===== src/design/sesc_pkg.sv =====
// Shared types, status codes and the UTF-8 byte selector for the string escape decoder.
`default_nettype none

package sesc_pkg;

    localparam logic [2:0] ST_BYTE   = 3'd0;
    localparam logic [2:0] ST_END    = 3'd1;
    localparam logic [2:0] ST_EOF    = 3'd2;
    localparam logic [2:0] ST_DIGIT  = 3'd3;
    localparam logic [2:0] ST_ESCAPE = 3'd4;

    typedef struct packed {
        logic [2:0]  status;
        logic [1:0]  nbytes;
        logic [15:0] code;
    } t_cmd;

    function automatic logic [7:0] utf8_byte(input t_cmd cmd, input logic [1:0] idx);
        logic [7:0] b;
        b = cmd.code[7:0];
        case (cmd.nbytes)
            2'd2: begin
                if (idx == 2'd0) begin
                    b = {3'b110, cmd.code[10:6]};
                end else begin
                    b = {2'b10, cmd.code[5:0]};
                end
            end
            2'd3: begin
                if (idx == 2'd0) begin
                    b = {4'b1110, cmd.code[15:12]};
                end else if (idx == 2'd1) begin
                    b = {2'b10, cmd.code[11:6]};
                end else begin
                    b = {2'b10, cmd.code[5:0]};
                end
            end
            default: b = cmd.code[7:0];
        endcase
        return b;
    endfunction

endpackage

`default_nettype wire


===== src/design/sesc_front.sv =====
// Front end: accepts raw bytes, tracks the escape state and issues one command per result group.
`default_nettype none

module sesc_front (
    input  wire logic          i_clk,
    input  wire logic          i_rst_n,
    input  wire logic          i_accept,
    input  wire logic [7:0]    i_char_code,
    input  wire logic          i_end_of_input,
    output logic               o_cmd_valid,
    output sesc_pkg::t_cmd     o_cmd
);
    import sesc_pkg::*;

    typedef enum logic [3:0] {
        M_BODY = 4'b0001,
        M_ESC  = 4'b0010,
        M_OCT  = 4'b0100,
        M_HEX  = 4'b1000
    } t_mode;

    localparam logic [7:0] CH_QUOTE = 8'h22;
    localparam logic [7:0] CH_BSL   = 8'h5C;
    localparam logic [7:0] CH_U     = 8'h75;

    t_mode       r_mode, n_mode;
    logic [2:0]  r_count, n_count;
    logic [15:0] r_accum, n_accum;

    logic        is_oct;
    logic        hex_ok;
    logic [3:0]  hex_val;
    logic [2:0]  count_inc;
    logic [15:0] oct_code;
    logic [15:0] hex_code;
    logic [15:0] emit_code;

    always_comb begin
        is_oct = (i_char_code >= 8'h30) && (i_char_code <= 8'h37);
        hex_ok = 1'b1;
        hex_val = i_char_code[3:0];
        if (i_char_code >= 8'h30 && i_char_code <= 8'h39) begin
            hex_val = i_char_code[3:0];
        end else if ((i_char_code >= 8'h61 && i_char_code <= 8'h66) ||
                     (i_char_code >= 8'h41 && i_char_code <= 8'h46)) begin
            hex_val = i_char_code[3:0] + 4'd9;
        end else begin
            hex_ok = 1'b0;
        end
        count_inc = r_count + 3'd1;
        oct_code  = {7'd0, r_accum[5:0], i_char_code[2:0]};
        hex_code  = {r_accum[11:0], hex_val};
        emit_code = r_mode[3] ? hex_code : oct_code;
    end

    always_comb begin
        n_mode      = r_mode;
        n_count     = r_count;
        n_accum     = r_accum;
        o_cmd_valid = 1'b0;
        o_cmd       = '{status: ST_BYTE, nbytes: 2'd1, code: {8'd0, i_char_code}};
        if (i_accept) begin
            if (i_end_of_input) begin
                o_cmd_valid = 1'b1;
                o_cmd.code  = '0;
                o_cmd.status = (r_mode == M_OCT || r_mode == M_HEX) ? ST_DIGIT : ST_EOF;
                n_mode  = M_BODY;
                n_count = '0;
                n_accum = '0;
            end else begin
                unique case (r_mode) inside
                    M_BODY: begin
                        if (i_char_code == CH_QUOTE) begin
                            o_cmd_valid  = 1'b1;
                            o_cmd.status = ST_END;
                            o_cmd.code   = '0;
                        end else if (i_char_code == CH_BSL) begin
                            n_mode = M_ESC;
                        end else begin
                            o_cmd_valid = 1'b1;
                        end
                    end
                    M_ESC: begin
                        n_mode  = M_BODY;
                        n_count = '0;
                        n_accum = '0;
                        o_cmd_valid = 1'b1;
                        if (is_oct) begin
                            o_cmd_valid = 1'b0;
                            n_mode  = M_OCT;
                            n_count = 3'd1;
                            n_accum = {13'd0, i_char_code[2:0]};
                        end else if (i_char_code == CH_U) begin
                            o_cmd_valid = 1'b0;
                            n_mode = M_HEX;
                        end else begin
                            unique case (i_char_code)
                                8'h62:    o_cmd.code = 16'h0008;
                                8'h6E:    o_cmd.code = 16'h000A;
                                8'h74:    o_cmd.code = 16'h0009;
                                8'h66:    o_cmd.code = 16'h000C;
                                8'h72:    o_cmd.code = 16'h000D;
                                CH_QUOTE: o_cmd.code = {8'd0, CH_QUOTE};
                                CH_BSL:   o_cmd.code = {8'd0, CH_BSL};
                                default: begin
                                    o_cmd.code   = '0;
                                    o_cmd.status = ST_ESCAPE;
                                end
                            endcase
                        end
                    end
                    M_OCT, M_HEX: begin
                        if ((r_mode == M_OCT && !is_oct) || (r_mode == M_HEX && !hex_ok)) begin
                            o_cmd_valid  = 1'b1;
                            o_cmd.status = ST_DIGIT;
                            o_cmd.code   = '0;
                            n_mode  = M_BODY;
                            n_count = '0;
                            n_accum = '0;
                        end else if ((r_mode == M_OCT && count_inc == 3'd3) ||
                                     (r_mode == M_HEX && count_inc == 3'd4)) begin
                            o_cmd_valid = 1'b1;
                            o_cmd.code  = emit_code;
                            if (emit_code < 16'h0080) begin
                                o_cmd.nbytes = 2'd1;
                            end else if (emit_code < 16'h0800) begin
                                o_cmd.nbytes = 2'd2;
                            end else begin
                                o_cmd.nbytes = 2'd3;
                            end
                            n_mode  = M_BODY;
                            n_count = '0;
                            n_accum = '0;
                        end else begin
                            n_count = count_inc;
                            n_accum = emit_code;
                        end
                    end
                    default: begin
                        n_mode  = M_BODY;
                        n_count = '0;
                        n_accum = '0;
                    end
                endcase
            end
        end
    end

    always_ff @(posedge i_clk) begin
        if (!i_rst_n) begin
            r_mode  <= M_BODY;
            r_count <= '0;
            r_accum <= '0;
        end else begin
            r_mode  <= n_mode;
            r_count <= n_count;
            r_accum <= n_accum;
        end
    end

endmodule

`default_nettype wire


===== src/design/sesc_queue.sv =====
// Command queue between the front end and the byte emitter.
`default_nettype none

module sesc_queue #(
    parameter int DEPTH = 4
) (
    input  wire logic          i_clk,
    input  wire logic          i_rst_n,
    input  wire logic          i_wr,
    input  wire sesc_pkg::t_cmd i_wr_cmd,
    input  wire logic          i_rd,
    output logic               o_full,
    output logic               o_valid,
    output sesc_pkg::t_cmd     o_rd_cmd
);
    import sesc_pkg::*;

    localparam int AW = (DEPTH > 1) ? $clog2(DEPTH) : 1;
    localparam int CW = $clog2(DEPTH + 1);

    t_cmd          r_mem [DEPTH];
    logic [AW-1:0] r_wr_ptr, n_wr_ptr;
    logic [AW-1:0] r_rd_ptr, n_rd_ptr;
    logic [CW-1:0] r_count, n_count;
    logic          do_wr, do_rd;

    assign o_full   = (r_count == CW'(DEPTH));
    assign o_valid  = (r_count != '0);
    assign o_rd_cmd = r_mem[r_rd_ptr];

    always_comb begin
        do_wr    = i_wr && !o_full;
        do_rd    = i_rd && o_valid;
        n_wr_ptr = r_wr_ptr;
        n_rd_ptr = r_rd_ptr;
        n_count  = r_count;
        if (do_wr) begin
            n_wr_ptr = (r_wr_ptr == AW'(DEPTH - 1)) ? '0 : r_wr_ptr + 1'b1;
        end
        if (do_rd) begin
            n_rd_ptr = (r_rd_ptr == AW'(DEPTH - 1)) ? '0 : r_rd_ptr + 1'b1;
        end
        if (do_wr && !do_rd) begin
            n_count = r_count + 1'b1;
        end else if (do_rd && !do_wr) begin
            n_count = r_count - 1'b1;
        end
    end

    always_ff @(posedge i_clk) begin
        if (do_wr) begin
            r_mem[r_wr_ptr] <= i_wr_cmd;
        end
    end

    always_ff @(posedge i_clk) begin
        if (!i_rst_n) begin
            r_wr_ptr <= '0;
            r_rd_ptr <= '0;
            r_count  <= '0;
        end else begin
            r_wr_ptr <= n_wr_ptr;
            r_rd_ptr <= n_rd_ptr;
            r_count  <= n_count;
        end
    end

endmodule

`default_nettype wire


===== src/design/sesc_back.sv =====
// Back end: expands commands into result beats and holds the output register.
`default_nettype none

module sesc_back (
    input  wire logic          i_clk,
    input  wire logic          i_rst_n,
    input  wire logic          i_q_valid,
    input  wire sesc_pkg::t_cmd i_q_cmd,
    output logic               o_q_rd,
    input  wire logic          i_pop,
    output logic               o_valid,
    output logic [7:0]         o_out_byte,
    output logic [2:0]         o_status,
    output logic               o_last
);
    import sesc_pkg::*;

    logic       r_out_valid;
    logic [7:0] r_out_byte;
    logic [2:0] r_out_status;
    logic       r_out_last;
    t_cmd       r_cur;
    logic [1:0] r_idx;
    logic       r_busy;
    logic       load;

    assign o_valid    = r_out_valid;
    assign o_out_byte = r_out_byte;
    assign o_status   = r_out_status;
    assign o_last     = r_out_last;

    assign load   = !r_out_valid || i_pop;
    assign o_q_rd = load && !r_busy && i_q_valid;

    always_ff @(posedge i_clk) begin
        if (load) begin
            if (r_busy) begin
                r_out_byte   <= utf8_byte(r_cur, r_idx);
                r_out_status <= r_cur.status;
                r_out_last   <= (r_idx == r_cur.nbytes - 2'd1);
            end else begin
                r_out_byte   <= utf8_byte(i_q_cmd, 2'd0);
                r_out_status <= i_q_cmd.status;
                r_out_last   <= (i_q_cmd.nbytes == 2'd1);
                r_cur        <= i_q_cmd;
            end
        end
    end

    always_ff @(posedge i_clk) begin
        if (!i_rst_n) begin
            r_out_valid <= 1'b0;
            r_busy      <= 1'b0;
            r_idx       <= '0;
        end else if (load) begin
            if (r_busy) begin
                r_out_valid <= 1'b1;
                if (r_idx == r_cur.nbytes - 2'd1) begin
                    r_busy <= 1'b0;
                end
                r_idx <= r_idx + 2'd1;
            end else if (i_q_valid) begin
                r_out_valid <= 1'b1;
                r_busy      <= (i_q_cmd.nbytes != 2'd1);
                r_idx       <= 2'd1;
            end else begin
                r_out_valid <= 1'b0;
            end
        end
    end

endmodule

`default_nettype wire


===== src/design/string_escape_to_utf8_decoder.sv =====
// Top level of the string literal escape decoder with UTF-8 output.
// A byte's first result beat goes through the command queue and then the output register.
// Throughput: one input byte per cycle; a code point emits one beat per UTF-8 byte, so two-
// and three-byte sequences hold the emitter for one beat per byte, absorbed by the queue
// until it fills and full stalls the input.
// Reset clears the escape state, the command queue and the output register; no clearing pass.
`default_nettype none

module string_escape_to_utf8_decoder #(
    parameter int QUEUE_DEPTH = 4
) (
    input  wire logic       i_clk,
    input  wire logic       i_rst_n,
    input  wire logic       push,
    output logic            full,
    input  wire logic [7:0] i_char_code,
    input  wire logic       i_end_of_input,
    output logic            empty,
    input  wire logic       pop,
    output logic [7:0]      o_out_byte,
    output logic [2:0]      o_status,
    output logic            o_last
);
    import sesc_pkg::*;

    logic q_full;
    logic cmd_valid;
    t_cmd cmd;
    logic q_valid;
    t_cmd q_cmd;
    logic q_rd;
    logic out_valid;

    assign full  = q_full;
    assign empty = !out_valid;

    sesc_front u_front (
        .i_clk          (i_clk),
        .i_rst_n        (i_rst_n),
        .i_accept       (push && !q_full),
        .i_char_code    (i_char_code),
        .i_end_of_input (i_end_of_input),
        .o_cmd_valid    (cmd_valid),
        .o_cmd          (cmd)
    );

    sesc_queue #(
        .DEPTH (QUEUE_DEPTH)
    ) u_queue (
        .i_clk    (i_clk),
        .i_rst_n  (i_rst_n),
        .i_wr     (cmd_valid),
        .i_wr_cmd (cmd),
        .i_rd     (q_rd),
        .o_full   (q_full),
        .o_valid  (q_valid),
        .o_rd_cmd (q_cmd)
    );

    sesc_back u_back (
        .i_clk      (i_clk),
        .i_rst_n    (i_rst_n),
        .i_q_valid  (q_valid),
        .i_q_cmd    (q_cmd),
        .o_q_rd     (q_rd),
        .i_pop      (pop),
        .o_valid    (out_valid),
        .o_out_byte (o_out_byte),
        .o_status   (o_status),
        .o_last     (o_last)
    );

endmodule

`default_nettype wire

===== config.mk =====
export PLATFORM = sky130hd
export DESIGN_NAME = string_escape_to_utf8_decoder
export DESIGN_NICKNAME = d
export VERILOG_FILES = /design/src/design/sesc_pkg.sv /design/src/design/sesc_front.sv /design/src/design/sesc_queue.sv /design/src/design/sesc_back.sv /design/src/design/string_escape_to_utf8_decoder.sv
export SDC_FILE = /design/constraint.sdc
export NUM_CORES = 1
export LEC_CHECK = 0
export ABC_AREA = 1
export BUFFER_PORTS_ARGS = -buffer_cell sky130_fd_sc_hd__buf_4
export CAP_MARGIN = 15
export CORE_ASPECT_RATIO = 1.1
export CORE_MARGIN = 4
export CORE_UTILIZATION = 25
export CTS_CLUSTER_SIZE = 40
export DETAILED_ROUTE_END_ITERATION = 8
export GPL_TIMING_DRIVEN = 0
export PLACE_DENSITY = 0.51
export SYNTH_ARGS = -nofsm -noshare
export SYNTH_HDL_FRONTEND = slang
export SYNTH_SLANG_ARGS = --single-unit

===== constraint.sdc =====
create_clock -name i_clk -period 2.6 [get_ports i_clk]
set_clock_uncertainty 0.15 [all_clocks]
set_input_delay 0 -clock i_clk [delete_from_list [all_inputs] [get_ports i_clk]]
set_output_delay 0 -clock i_clk [all_outputs]
set_load 0.01 [all_outputs]

==> reports/summary.txt <==
Antenna Cells = 0
synth warn = 0
DRC errors left = 0
top-count cell post-synth = nand2_1
Setup crit end kind = flip-flop
GRT overflow = 0
post-synthesis cell type count = 45
most common library cells after synthesis = nand2_1, edfxtp_1, nor2_1
CTS Sinks = 149
area of the multi-input gates = 2960 um^2
RSZ-0062 raised after global routing = yes
remaining antenna violation count after routing = 0
worst-margin pin slew = 0.753 ns
total CTS buffers = 17
Relative slew margins = 0.493
DR vias = 5873
final WL = 19.4 mm
Most common cell on crit path = inv_2
Top delay family on crit path = simple AND/OR/NAND/NOR gates
CTS H-tree depth = 4
Worst EP required = 2.75 ns
syn_area_per_cell = 9.17 um^2
leading area contributor after synthesis = edfxtp_1
crit-path max cell delay = 0.39 ns
largest net degree at the start of global routing = 17
critical path arrival = 2.71 ns
highest achievable clock rate = 391 MHz
Final Cycle Share = 0.983
Fill cells = 3059
Leak = 0.00346 uW
Rows = 66
crit path buf inv count = 3
Synth async-reset ratio = 0
GPL Wtd Cong = 0.851
Detail Placement HPWL = 13.8 mm
synthesis-to-layout area growth = 22.2%
core footprint = 29500 um^2
status = complete, no violations
Worst-Skew Late Latency = 0.42 ns
register area = 4160 um^2
Syn Inst Count = 813
R2R Setup Slk = 0.04 ns
Critical Path, Cell by Cell = nor2_1, nand3_2, inv_2, nand3_2, nand3_4, nand2_4, inv_2, ha_1, inv_2, fa_2, a21oi_2, o21ai_1, o21ai_1, a21oi_1
syn nets = 844
hold crit path type = input pin to flip-flop
Die Footprint = 32700 um^2
MaxCap Viol Count = 0
CP max-delay cell = fa_2
crit start category = flip-flop
clock slew at reported path FFs = 0.07 ns
synthesized cell area = 7460 um^2
Seq/Total Area, Yosys = 0.557
total chip power = 8860 uW
CTS tree = done
Starting Density = 0.253
Setup-failing EPs final = 0
first-pass GRT wire length = 30.8 mm
Vias/cell = 4.62
Initial DRC Count = 474
final critical-path required period = 2.56 ns
Place WS = -0.530 ns
NumNets Final = 915
Routed WL per cell = 15.3 um
Post-synth EDFFs = 117
die boundary height = 189 um
Synth area leaders = edfxtp_1, dfxtp_1, nand2_1
layout cells sized above 1 = 0.169
Final Slew Violations = 0
power per cell area = 972 nW/um^2
post-synthesis register bit count = 149
Worst Path Max Fanout = 6
Clock Tree Root = clkbuf_16
total I/O pin count = 27
ys flop type = edfxtp_1
IO Port Bufs = 23
Setup CP Type = flip-flop to flip-flop
final hold violations = 0
drt first pass iters = 5
post-synth top area share = 0.471
Setup WS post-layout = 0.0449 ns
Total GRT Usage = 0.118
vias in the first global route = 5687
CTS Buffer Depth = 2
initial antenna violation count = 0
Die Span X = 173 um
Peak VDD IR = 0.414 mV
## final timing paths
| check | start | endpoint | cells after the start |
|---|---|---|---|
| min reg2reg | u_back.r_idx[1] | u_back.r_idx[1] | 2 |
| min | i_char_code[6] | u_queue.r_mem[3][6] | 5 |
| max reg2reg | u_front.r_mode[2] | u_queue.r_count[2] | 14 |
| max | u_front.r_mode[2] | u_queue.r_count[2] | 14 |
## report_power, final
part	switching [uW]	internal (uW)	leakage [uW]	total (uW)
logic	2030	975	0.00182	3000
registers	200	3280	0.00137	3480
clock network	1030	1340	0.000270	2380
total	3260	5600	0.00346	8860
## cell families after synthesis
family	count (synthesis)	share of synthesized area
and+or+nand+nor	377	0.232
AOI/OAI and AO/OA	155	0.116
DFF	149	0.557
buffers and inverters	113	0.0627
adders and majority gates	18	0.0312
xor gates and xnor gates	1	0.00117
## cells in the final DEF, fill, tap and decap left out, drive strengths merged
cell and instances:
ha 17, dlygate4sd3 11, o21ai 68, bufinv 1
nor2 115, a311oi 1, a31oi 7, dfxtp 32
a211oi 4, clkbuf 33, o211a 1, o22a 1
xor2 1, o211ai 7, nand3b 1, o22ai 17
clkinv 6, edfxtp 117, nand3 51, a32o 1
clkinvlp 4, nor3 14, fa 1, a21oi 46
and2 1, a32oi 1, nand2 174, and3 1
inv 83, nand4 21, buf 57, nor4 1
o2111ai 1
## per-stage QoR
step / setup TNS, ns / cells / cell area (um^2) / hold slack [ns] / util
after global routing: -0.140 / 1271 / 9110 / 0.0672 / 0.309
after CTS: 0 / 1264 / 9020 / 0.0197 / 0.306
after detailed placement: -5.02 / 1214 / 8210 / 0.152 / 0.278
after global placement: -92.42 / 1210 / 8100 / 0.145 / 0.275
final: 0 / 1271 / 9110 / 0.0243 / 0.309
after floorplan: 0 / 813 / 7460 / -0.0116 / -
## per-layer routing
layer	share of wire	up-vias	global-route usage	wire (um)
met3	0.048	21	0.0284	930
li1	-	2939	-	-
met2	0.47	144	0.197	9220
met5	0	-	0	0
met4	0.015	0	0.0332	283
met1	0.46	2769	0.155	9000
## layout make-up
type | count | area share
tap | 374 | 0.0514
timing repair buffer | 50 | 0.0530
clock buffer | 18 | 0.0471
clock inverter | 14 | 0.0154
buffer | 33 | 0.0181
inverter | 80 | 0.0336
multi-input combinational | 553 | 0.325
sequential | 149 | 0.456
## worst reg2reg max path, stage by stage (launching register included)
cell and delay, ns:
dfxtp_1 0.35, nor2_1 0.18, nand3_2 0.18, inv_2 0.17
nand3_2 0.13, nand3_4 0.13, nand2_4 0.07, inv_2 0.07
ha_1 0.15, inv_2 0.06, fa_2 0.39, a21oi_2 0.13
o21ai_1 0.09, o21ai_1 0.12, a21oi_1 0.05
## flip-flops by register name, indices dropped and copies added, names as in the netlist, named ones only
signal and count:
u_queue.r_rd_ptr 2, u_back.r_idx 2, u_back.r_busy 1, u_queue.r_wr_ptr 2
u_front.r_mode 4, u_back.o_out_byte 8, u_queue.r_count 3, u_front.r_count 3
u_front.r_accum 12, u_queue.r_mem 84, u_back.o_status 3, u_back.o_valid 1
u_back.r_cur 21, u_back.o_last 1
## repair_timing
item,CTS,global route
resized for setup,23,13
endpoints found under the setup margin,35,45
hold buffers,11,0
pin swaps,4,7
cloned,1,1
setup buffers,6,6
hold endpoints to repair,39,0
Power figures use the tool's default switching activity.
